[src/y2rq_pkg.sv]
package y2rq_pkg;

  localparam int unsigned PIX_W      = 8;
  localparam int unsigned NORM_W     = 16;
  localparam int unsigned GAIN_W     = 24;
  localparam int unsigned CFG_IDX_W  = 8;
  localparam int unsigned CFG_DATA_W = 24;
  localparam int unsigned PROD_W     = 27;
  localparam int unsigned SUM_W      = 28;
  localparam int unsigned SCL_W      = 32;
  localparam int unsigned BIAS_W     = 34;
  localparam int unsigned QSH_W      = 18;

  // BT.601 full range, Q16
  localparam logic signed [17:0] COEF_RV = 18'sd91881;
  localparam logic signed [17:0] COEF_GU = 18'sd22554;
  localparam logic signed [17:0] COEF_GV = 18'sd46802;
  localparam logic signed [17:0] COEF_BU = 18'sd116130;

  localparam logic [CFG_IDX_W-1:0] REG_QUANT_MODE = 8'd0;
  localparam logic [CFG_IDX_W-1:0] REG_QUANT_GAIN = 8'd1;
  localparam logic [CFG_IDX_W-1:0] REG_ZERO_POINT = 8'd2;

  localparam logic              RST_QUANT_MODE = 1'b1;
  localparam logic [GAIN_W-1:0] RST_QUANT_GAIN = 24'd65536;
  localparam logic signed [7:0] RST_ZERO_POINT = -8'sd128;

  typedef logic signed [PROD_W-1:0] prod_t;
  typedef logic [PIX_W-1:0]         chan_t;

  // truncate Q16 sum to integer, clamp to 0..255
  function automatic chan_t clamp_chan(input logic signed [SUM_W-1:0] s);
    chan_t c;
    if (s[SUM_W-1]) begin
      c = '0;
    end else if (s[SUM_W-2:24] != '0) begin
      c = '1;
    end else begin
      c = s[23:16];
    end
    return c;
  endfunction

  // trunc toward zero of t/65536, saturated to int8
  function automatic logic [7:0] quant_sat(input logic signed [BIAS_W-1:0] t);
    logic signed [BIAS_W-1:0] tb;
    logic signed [QSH_W-1:0]  q;
    logic [7:0]               r;
    tb = t + (t[BIAS_W-1] ? BIAS_W'(65535) : BIAS_W'(0));
    q  = tb[BIAS_W-1:16];
    if (q > QSH_W'(127)) begin
      r = 8'h7f;
    end else if (q < -QSH_W'(128)) begin
      r = 8'h80;
    end else begin
      r = q[7:0];
    end
    return r;
  endfunction

endpackage

[src/y2rq_if.sv]
interface y2rq_pix_if;
  logic                       valid;
  logic                       ready;
  logic [y2rq_pkg::PIX_W-1:0] luma;
  logic [y2rq_pkg::PIX_W-1:0] chroma_blue;
  logic [y2rq_pkg::PIX_W-1:0] chroma_red;
  modport source (output valid, luma, chroma_blue, chroma_red, input ready);
  modport sink   (input valid, luma, chroma_blue, chroma_red, output ready);
endinterface

interface y2rq_rgb_if;
  logic                        valid;
  logic                        ready;
  logic signed [7:0]           red_quant;
  logic signed [7:0]           green_quant;
  logic signed [7:0]           blue_quant;
  logic [y2rq_pkg::NORM_W-1:0] red_norm;
  logic [y2rq_pkg::NORM_W-1:0] green_norm;
  logic [y2rq_pkg::NORM_W-1:0] blue_norm;
  modport source (output valid, red_quant, green_quant, blue_quant,
                  red_norm, green_norm, blue_norm, input ready);
  modport sink   (input valid, red_quant, green_quant, blue_quant,
                  red_norm, green_norm, blue_norm, output ready);
endinterface

interface y2rq_cfg_if;
  logic                            valid;
  logic                            ready;
  logic [y2rq_pkg::CFG_IDX_W-1:0]  index;
  logic [y2rq_pkg::CFG_DATA_W-1:0] data;
  modport source (output valid, index, data, input ready);
  modport sink   (input valid, index, data, output ready);
endinterface

[src/yuv_to_rgb_quantizer.sv]
// YUV to RGB converter (full-range BT.601, Q16) with int8 quantization or
// Q0.16 normalized output. Four-stage pipeline: coefficient products,
// channel sums with clamp, gain multiply, zero-point add with saturation.
// One pixel per clock sustained while out ready is high; each stage holds
// its word under backpressure and takes a new one as soon as it frees up.
// Configuration writes are taken every cycle (cfg ready is always high)
// and must be done while no pixel is in flight. Register 0 selects
// quantized (1) or normalized (0) mode, register 1 is the 24-bit Q16 gain,
// register 2 the signed zero point; other indexes are ignored.
module yuv_to_rgb_quantizer (
  input  logic        clk,
  input  logic        rst_n,
  y2rq_pix_if.sink    in_if,
  y2rq_rgb_if.source  out_if,
  y2rq_cfg_if.sink    cfg_if
);

  // configuration
  logic                              quant_mode_r;
  logic [y2rq_pkg::GAIN_W-1:0]       quant_gain_r;
  logic signed [7:0]                 zero_point_r;

  assign cfg_if.ready = 1'b1;

  always_ff @(posedge clk) begin
    if (!rst_n) begin
      quant_mode_r <= y2rq_pkg::RST_QUANT_MODE;
      quant_gain_r <= y2rq_pkg::RST_QUANT_GAIN;
      zero_point_r <= y2rq_pkg::RST_ZERO_POINT;
    end else if (cfg_if.valid) begin
      unique case (cfg_if.index)
        y2rq_pkg::REG_QUANT_MODE: quant_mode_r <= cfg_if.data[0];
        y2rq_pkg::REG_QUANT_GAIN: quant_gain_r <= cfg_if.data[y2rq_pkg::GAIN_W-1:0];
        y2rq_pkg::REG_ZERO_POINT: zero_point_r <= $signed(cfg_if.data[7:0]);
        default: ;
      endcase
    end
  end

  // stage valids and ready chain
  logic v1_r, v2_r, v3_r, v4_r;
  logic rdy1, rdy2, rdy3, rdy4;

  assign rdy4 = !v4_r || out_if.ready;
  assign rdy3 = !v3_r || rdy4;
  assign rdy2 = !v2_r || rdy3;
  assign rdy1 = !v1_r || rdy2;
  assign in_if.ready = rdy1;

  always_ff @(posedge clk) begin
    if (!rst_n) begin
      v1_r <= 1'b0;
      v2_r <= 1'b0;
      v3_r <= 1'b0;
      v4_r <= 1'b0;
    end else begin
      if (rdy1) v1_r <= in_if.valid;
      if (rdy2) v2_r <= v1_r;
      if (rdy3) v3_r <= v2_r;
      if (rdy4) v4_r <= v3_r;
    end
  end

  // stage 1: coefficient products
  logic signed [8:0]   u_s, v_s;
  y2rq_pkg::chan_t     y1_r;
  y2rq_pkg::prod_t     prv_r, pgu_r, pgv_r, pbu_r;

  assign u_s = $signed({1'b0, in_if.chroma_blue}) - 9'sd128;
  assign v_s = $signed({1'b0, in_if.chroma_red}) - 9'sd128;

  always_ff @(posedge clk) begin
    if (rdy1) begin
      y1_r  <= in_if.luma;
      prv_r <= y2rq_pkg::COEF_RV * v_s;
      pgu_r <= y2rq_pkg::COEF_GU * u_s;
      pgv_r <= y2rq_pkg::COEF_GV * v_s;
      pbu_r <= y2rq_pkg::COEF_BU * u_s;
    end
  end

  // stage 2: sums and clamp
  logic signed [y2rq_pkg::SUM_W-1:0] ysh, sum_r_c, sum_g_c, sum_b_c;
  y2rq_pkg::chan_t                   ch2_r [3];

  assign ysh     = $signed({4'b0, y1_r, 16'b0});
  assign sum_r_c = ysh + y2rq_pkg::SUM_W'(prv_r);
  assign sum_g_c = ysh - y2rq_pkg::SUM_W'(pgu_r) - y2rq_pkg::SUM_W'(pgv_r);
  assign sum_b_c = ysh + y2rq_pkg::SUM_W'(pbu_r);

  always_ff @(posedge clk) begin
    if (rdy2) begin
      ch2_r[0] <= y2rq_pkg::clamp_chan(sum_r_c);
      ch2_r[1] <= y2rq_pkg::clamp_chan(sum_g_c);
      ch2_r[2] <= y2rq_pkg::clamp_chan(sum_b_c);
    end
  end

  // stage 3: gain multiply
  logic [y2rq_pkg::SCL_W-1:0] scl3_r [3];
  y2rq_pkg::chan_t            ch3_r  [3];

  always_ff @(posedge clk) begin
    if (rdy3) begin
      for (int k = 0; k < 3; k++) begin
        scl3_r[k] <= y2rq_pkg::SCL_W'(ch2_r[k]) * y2rq_pkg::SCL_W'(quant_gain_r);
        ch3_r[k]  <= ch2_r[k];
      end
    end
  end

  // stage 4: zero point, saturation, mode select
  logic signed [y2rq_pkg::BIAS_W-1:0] zp_q16;
  logic [7:0]                         q4_r [3];
  logic [y2rq_pkg::NORM_W-1:0]        n4_r [3];

  assign zp_q16 = $signed({{10{zero_point_r[7]}}, zero_point_r, 16'b0});

  always_ff @(posedge clk) begin
    if (rdy4) begin
      for (int k = 0; k < 3; k++) begin
        q4_r[k] <= quant_mode_r
                 ? y2rq_pkg::quant_sat($signed({2'b0, scl3_r[k]}) + zp_q16) : 8'h00;
        n4_r[k] <= quant_mode_r ? '0 : {ch3_r[k], ch3_r[k]};
      end
    end
  end

  assign out_if.valid       = v4_r;
  assign out_if.red_quant   = $signed(q4_r[0]);
  assign out_if.green_quant = $signed(q4_r[1]);
  assign out_if.blue_quant  = $signed(q4_r[2]);
  assign out_if.red_norm    = n4_r[0];
  assign out_if.green_norm  = n4_r[1];
  assign out_if.blue_norm   = n4_r[2];

`ifndef SYNTHESIS
  a_norm_zero_in_quant: assert property (@(posedge clk) disable iff (!rst_n)
    out_if.valid && quant_mode_r |->
      out_if.red_norm == '0 && out_if.green_norm == '0 && out_if.blue_norm == '0)
    else $error("normalized fields not zero in quantized mode");

  a_quant_zero_in_norm: assert property (@(posedge clk) disable iff (!rst_n)
    out_if.valid && !quant_mode_r |->
      out_if.red_quant == 8'sd0 && out_if.green_quant == 8'sd0 &&
      out_if.blue_quant == 8'sd0)
    else $error("quantized fields not zero in normalized mode");

  a_norm_byte_repeat: assert property (@(posedge clk) disable iff (!rst_n)
    out_if.valid && !quant_mode_r |->
      out_if.red_norm[15:8] == out_if.red_norm[7:0] &&
      out_if.green_norm[15:8] == out_if.green_norm[7:0] &&
      out_if.blue_norm[15:8] == out_if.blue_norm[7:0])
    else $error("normalized value is not channel times 257");

  a_stall_only_when_full: assert property (@(posedge clk) disable iff (!rst_n)
    !in_if.ready |-> v1_r && v2_r && v3_r && v4_r && !out_if.ready)
    else $error("input stalled with a free pipeline slot");
`endif

endmodule

[src/flat_wrapper.sv]
// flat-port wrapper written by rule: the top's interface ports become plain ports
module yuv_to_rgb_quantizer_flat 
  (clk, rst_n, in_if_valid, in_if_luma, in_if_chroma_blue, in_if_chroma_red, in_if_ready, out_if_valid, out_if_red_quant, out_if_green_quant, out_if_blue_quant, out_if_red_norm, out_if_green_norm, out_if_blue_norm, out_if_ready, cfg_if_valid, cfg_if_index, cfg_if_data, cfg_if_ready);
  y2rq_pix_if in_if_i ();
  y2rq_rgb_if out_if_i ();
  y2rq_cfg_if cfg_if_i ();
  input  logic clk;
  input  logic rst_n;
  input wire logic [$bits(in_if_i.valid)-1:0] in_if_valid;
  input wire logic [$bits(in_if_i.luma)-1:0] in_if_luma;
  input wire logic [$bits(in_if_i.chroma_blue)-1:0] in_if_chroma_blue;
  input wire logic [$bits(in_if_i.chroma_red)-1:0] in_if_chroma_red;
  output wire logic [$bits(in_if_i.ready)-1:0] in_if_ready;
  output wire logic [$bits(out_if_i.valid)-1:0] out_if_valid;
  output wire logic [$bits(out_if_i.red_quant)-1:0] out_if_red_quant;
  output wire logic [$bits(out_if_i.green_quant)-1:0] out_if_green_quant;
  output wire logic [$bits(out_if_i.blue_quant)-1:0] out_if_blue_quant;
  output wire logic [$bits(out_if_i.red_norm)-1:0] out_if_red_norm;
  output wire logic [$bits(out_if_i.green_norm)-1:0] out_if_green_norm;
  output wire logic [$bits(out_if_i.blue_norm)-1:0] out_if_blue_norm;
  input wire logic [$bits(out_if_i.ready)-1:0] out_if_ready;
  input wire logic [$bits(cfg_if_i.valid)-1:0] cfg_if_valid;
  input wire logic [$bits(cfg_if_i.index)-1:0] cfg_if_index;
  input wire logic [$bits(cfg_if_i.data)-1:0] cfg_if_data;
  output wire logic [$bits(cfg_if_i.ready)-1:0] cfg_if_ready;
  assign in_if_i.valid = in_if_valid;
  assign in_if_i.luma = in_if_luma;
  assign in_if_i.chroma_blue = in_if_chroma_blue;
  assign in_if_i.chroma_red = in_if_chroma_red;
  assign in_if_ready = in_if_i.ready;
  assign out_if_valid = out_if_i.valid;
  assign out_if_red_quant = out_if_i.red_quant;
  assign out_if_green_quant = out_if_i.green_quant;
  assign out_if_blue_quant = out_if_i.blue_quant;
  assign out_if_red_norm = out_if_i.red_norm;
  assign out_if_green_norm = out_if_i.green_norm;
  assign out_if_blue_norm = out_if_i.blue_norm;
  assign out_if_i.ready = out_if_ready;
  assign cfg_if_i.valid = cfg_if_valid;
  assign cfg_if_i.index = cfg_if_index;
  assign cfg_if_i.data = cfg_if_data;
  assign cfg_if_ready = cfg_if_i.ready;
  yuv_to_rgb_quantizer u_core (.clk(clk), .rst_n(rst_n), .in_if(in_if_i), .out_if(out_if_i), .cfg_if(cfg_if_i));
endmodule
[config.mk]
export PLATFORM = sky130hd
export DESIGN_NAME = yuv_to_rgb_quantizer_flat
export DESIGN_NICKNAME = d
export VERILOG_FILES = /design/src/y2rq_pkg.sv /design/src/y2rq_if.sv /design/src/yuv_to_rgb_quantizer.sv /design/src/flat_wrapper.sv
export SDC_FILE = /design/constraint.sdc
export NUM_CORES = 2
export LEC_CHECK = 0
export BUFFER_PORTS_ARGS = -buffer_cell sky130_fd_sc_hd__buf_4
export CORE_ASPECT_RATIO = 1.1
export CORE_MARGIN = 1
export CORE_UTILIZATION = 54
export CTS_BUF_LIST = sky130_fd_sc_hd__clkbuf_4
export CTS_CLUSTER_SIZE = 24
export DETAILED_ROUTE_END_ITERATION = 10
export PLACE_DENSITY_LB_ADDON = 0.1
export REMOVE_ABC_BUFFERS = 1
export SLEW_MARGIN = 15
export SYNTH_ARGS = -nofsm -noshare
export SYNTH_HDL_FRONTEND = slang
export SYNTH_SLANG_ARGS = --single-unit
[constraint.sdc]
create_clock -name clk -period 6.64 [get_ports clk]
set_input_delay 1.328 -clock clk [delete_from_list [all_inputs] [get_ports clk]]
set_output_delay 1.328 -clock clk [all_outputs]
set_load 0.02 [all_outputs]
==> flow_summary.yaml <==
placement:
  dp_hpwl_um: 79940
  placed_area_um2: 44330
  gp_congestion: 0.9117
  io_buffers: 134
yosys:
  synth-seq-cells: 308
  synth_seq_area_share_pct: 21.19
  synth_top_area_cell: "fa_1"
  synth_edf_count: 271
  syn_avg_cell_area_um2: 9.752
  yosys.area.top_type_share_pct: 24.65
  ys.flop_type: "edfxtp_1"
  ys_async_sr_fraction_pct: 0
  syn_inst: 4297
  ys_types: 91
  synth_most_common_cell: "inv_1"
  synthTopCellsByArea: "fa_1, edfxtp_1, ha_1"
  syn_area_um2: 41910
  ys_warn_count: 0
  synthTopCellsByCount: "inv_1, ha_1, fa_1"
cts:
  cts-htree-levels: 3
  ctsResizeCount: 0
  cts_root_buf: "clkbuf_4"
  cts_sinks: 308
  cts_setup_buffers: 0
  clockBufferDepth: 3
  clkTransAtPathRegs_ns: 0.07
  cts-buffers-inserted: 86
  cts_tree: "built"
  hold_buffers: 0
  insertion_delay_ns: 0.91
drt:
  drc: 0
  post_drt_wl_per_cell_um: 17.70
  dr_total_vias: 30390
  post_drt_via_cell_ratio: 5.459
  drt_wl_total_um: 98550
  drt-pass1-iter-count: 5
  drt_iter0_drc: 1536
  antenna_left: 0
hold_path:
  hp-class: "flip-flop to flip-flop"
  worstHoldStart: "u_core.v2_r"
  min_path_cells: 2
  min_to: "u_core.v3_r"
worst_setup_path:
  crit_buf_inv: 4
  worst_r2r_path_depth: 19
  worstSetupEndpointType: "flip-flop"
  critPathTopFamily: "adder cells"
  cp-start-kind: "flip-flop"
  crit_path_frequent_cell: "fa_1"
  reg2reg_to: "u_core.scl3_r[0][92]"
  rr_startpoint: "u_core.ch2_r[0][18]"
  crit_fanout: 12
  crit_chain: "nand2_1, fa_1, fa_1, inv_1, fa_1, inv_1, fa_1, inv_1, ha_1, o21a_1, o21ai_0, nor2_1, o21a_1, o41ai_1, buf_4, o211a_1, or4_1, a31oi_1, o311ai_0"
  arrival_ns: 6.62
  slowest_stage: "edfxtp_1"
  cp_slowest_stage_delay_ns: 0.71
  crit_type: "flip-flop to flip-flop"
  r2r_slack_ns: 0.57
  required_ns: 7.20
pwr:
  p_total_mw: 10.86
  power_leakage_nw: 22.25
  power.density_nw_per_um2: 238.5
  ir_drop_mv: 0.2740
floorplanning:
  die_h_um: 294.2
  placementRows: 106
  dieArea_um2: 78720
  die_w_um: 267.6
  pin_count: 136
  initial_utilization_pct: 54.86
  coreArea_um2: 76390
run_status:
  outcome: "complete, no violations"
global_route:
  antenna_found_initial: 5
  grt_max_degree: 65
  grt_pass1_vias: 31590
  grt_pass1_wl_um: 162400
  grt.total_usage_pct: 26.35
  globalRouteOverflowTotal: 0
sta:
  finalHoldViolations: 0
  drv_slew: 0
  period_minus_slack_ns: 6.068
  relSlewSlack_pct: 21.45
  setup_tns_ns: 0
  worst-slew-pin-transition_ns: 1.175
  setup_violations: 0
  skew_ns: 0.08122
  rsz0062_at_grt: "no"
  period_share_pct: 91.38
  fmax_ghz: 0.1648
final_layout:
  fin_area_um2: 45540
  syn_to_final_growth_pct: 8.676
  fin_nets: 5607
  layout-drive-gt1-share_pct: 9.473
  fillCellCount: 6810
flow_run:
  drv_cap: 0
==> stage by stage <==
step	instances	worst slack, ns	hold slack [ns]	utilization (%)
after floorplan	4152	0.3522	0.4501	-
after global placement	5410	0.2622	0.4605	58.03
after detailed placement	5410	0.2730	0.4683	58.03
after CTS	5565	0.5864	0.4872	59.60
after global routing	5566	0.2231	0.5419	59.61
final	5567	0.5721	0.4829	59.62
==> routing by layer <==
metal / track usage (%) / wire length [µm]
met2: 46.55 / 49180
met5: 0 / 0
met3: 2.971 / 3972
met4: 9.756 / 3529
met1: 32.98 / 41870
==> tightest hold or removal path, cell delays in order, from the launching register on <==
cell and delay, ns:
dfxtp_1 0.32, a21oi_1 0.04, nor2b_1 0.08
==> cell families after synthesis <==
kind of cell / Yosys count / synth area share [%]
multiplexers: 13 / 0.3105
AND/OR/NAND/NOR: 1239 / 14.81
AO/OA/AOI/OAI: 651 / 10.82
adder cells (fa/ha/maj): 1075 / 41.33
other: 1 / 0.008949
buffers and inverters: 824 / 7.622
XOR/XNOR: 186 / 3.905
flip-flops: 308 / 21.19
==> registers in the layout (all words and copies together), names as in the netlist <==
name	cells
u_core.ch3_r	24
u_core.zero_point_r	8
u_core.n4_r	24
u_core.pgu_r	24
u_core.q4_r	24
u_core.out_if.valid	1
u_core.quant_mode_r	1
u_core.v3_r	1
u_core.ch2_r	24
u_core.pgv_r	18
u_core.scl3_r	96
u_core.y1_r	8
u_core.v1_r	1
u_core.v2_r	1
u_core.prv_r	18
u_core.pbu_r	11
u_core.quant_gain_r	24
==> worst max path at each step <==
stage	startpoint	endpoint	slack, ns	cells past startpoint
2_1_floorplan	u_core.zero_point_r[7]	u_core.q4_r[0][14]	0.35	17
3_3_place_gp	in_if_chroma_red[0]	u_core.prv_r[26]	0.26	19
3_5_place_dp	in_if_chroma_red[0]	u_core.prv_r[26]	0.27	19
4_1_cts	u_core.quant_gain_r[5]	u_core.scl3_r[0][92]	0.59	19
5_1_grt	u_core.ch2_r[0][18]	u_core.scl3_r[0][94]	0.22	20
6_report	u_core.ch2_r[0][18]	u_core.scl3_r[0][92]	0.57	19
==> power breakdown <==
group | switching [mW] | internal, mW | total, mW
Sequential | 0.480 | 2.76 | 3.24
Combinational | 3.26 | 2.41 | 5.67
Clock | 0.905 | 1.05 | 1.95
Total | 4.64 | 6.22 | 10.9
==> final cells by class <==
cell class,count,area [µm²],share of cell area [%]
clock inverter,33,282.8,0.6209
sequential,308,8880,19.50
timing repair buffer,232,1767,3.879
antenna,2,5.005,0.01099
tap,1026,1284,2.819
inverter,679,2549,5.596
multi-input combinational,3165,29860,65.57
clock buffer,122,915.9,2.011
==> placed cells by master (no fill, tap or decap), types with 22 or more instances in the layout <==
cell      count
o211ai_1     26
nand2_1     478
o21bai_1     22
o21a_1       59
o21ai_0      79
clkbuf_4    122
inv_1       676
xnor2_1     137
nor2b_1      67
edfxtp_1    271
and3_1       39
fa_1        516
a21o_1       85
dfxtp_1      36
a21oi_1     153
buf_4       230
and2_1      269
nand3_1      57
xor2_1       48
a211oi_1     34
nand4_1      25
nor2_1      131
nor3_1       53
ha_1        558
or2_2        25
a21boi_0     41
Note: power is estimated with default switching activity, not from simulation.
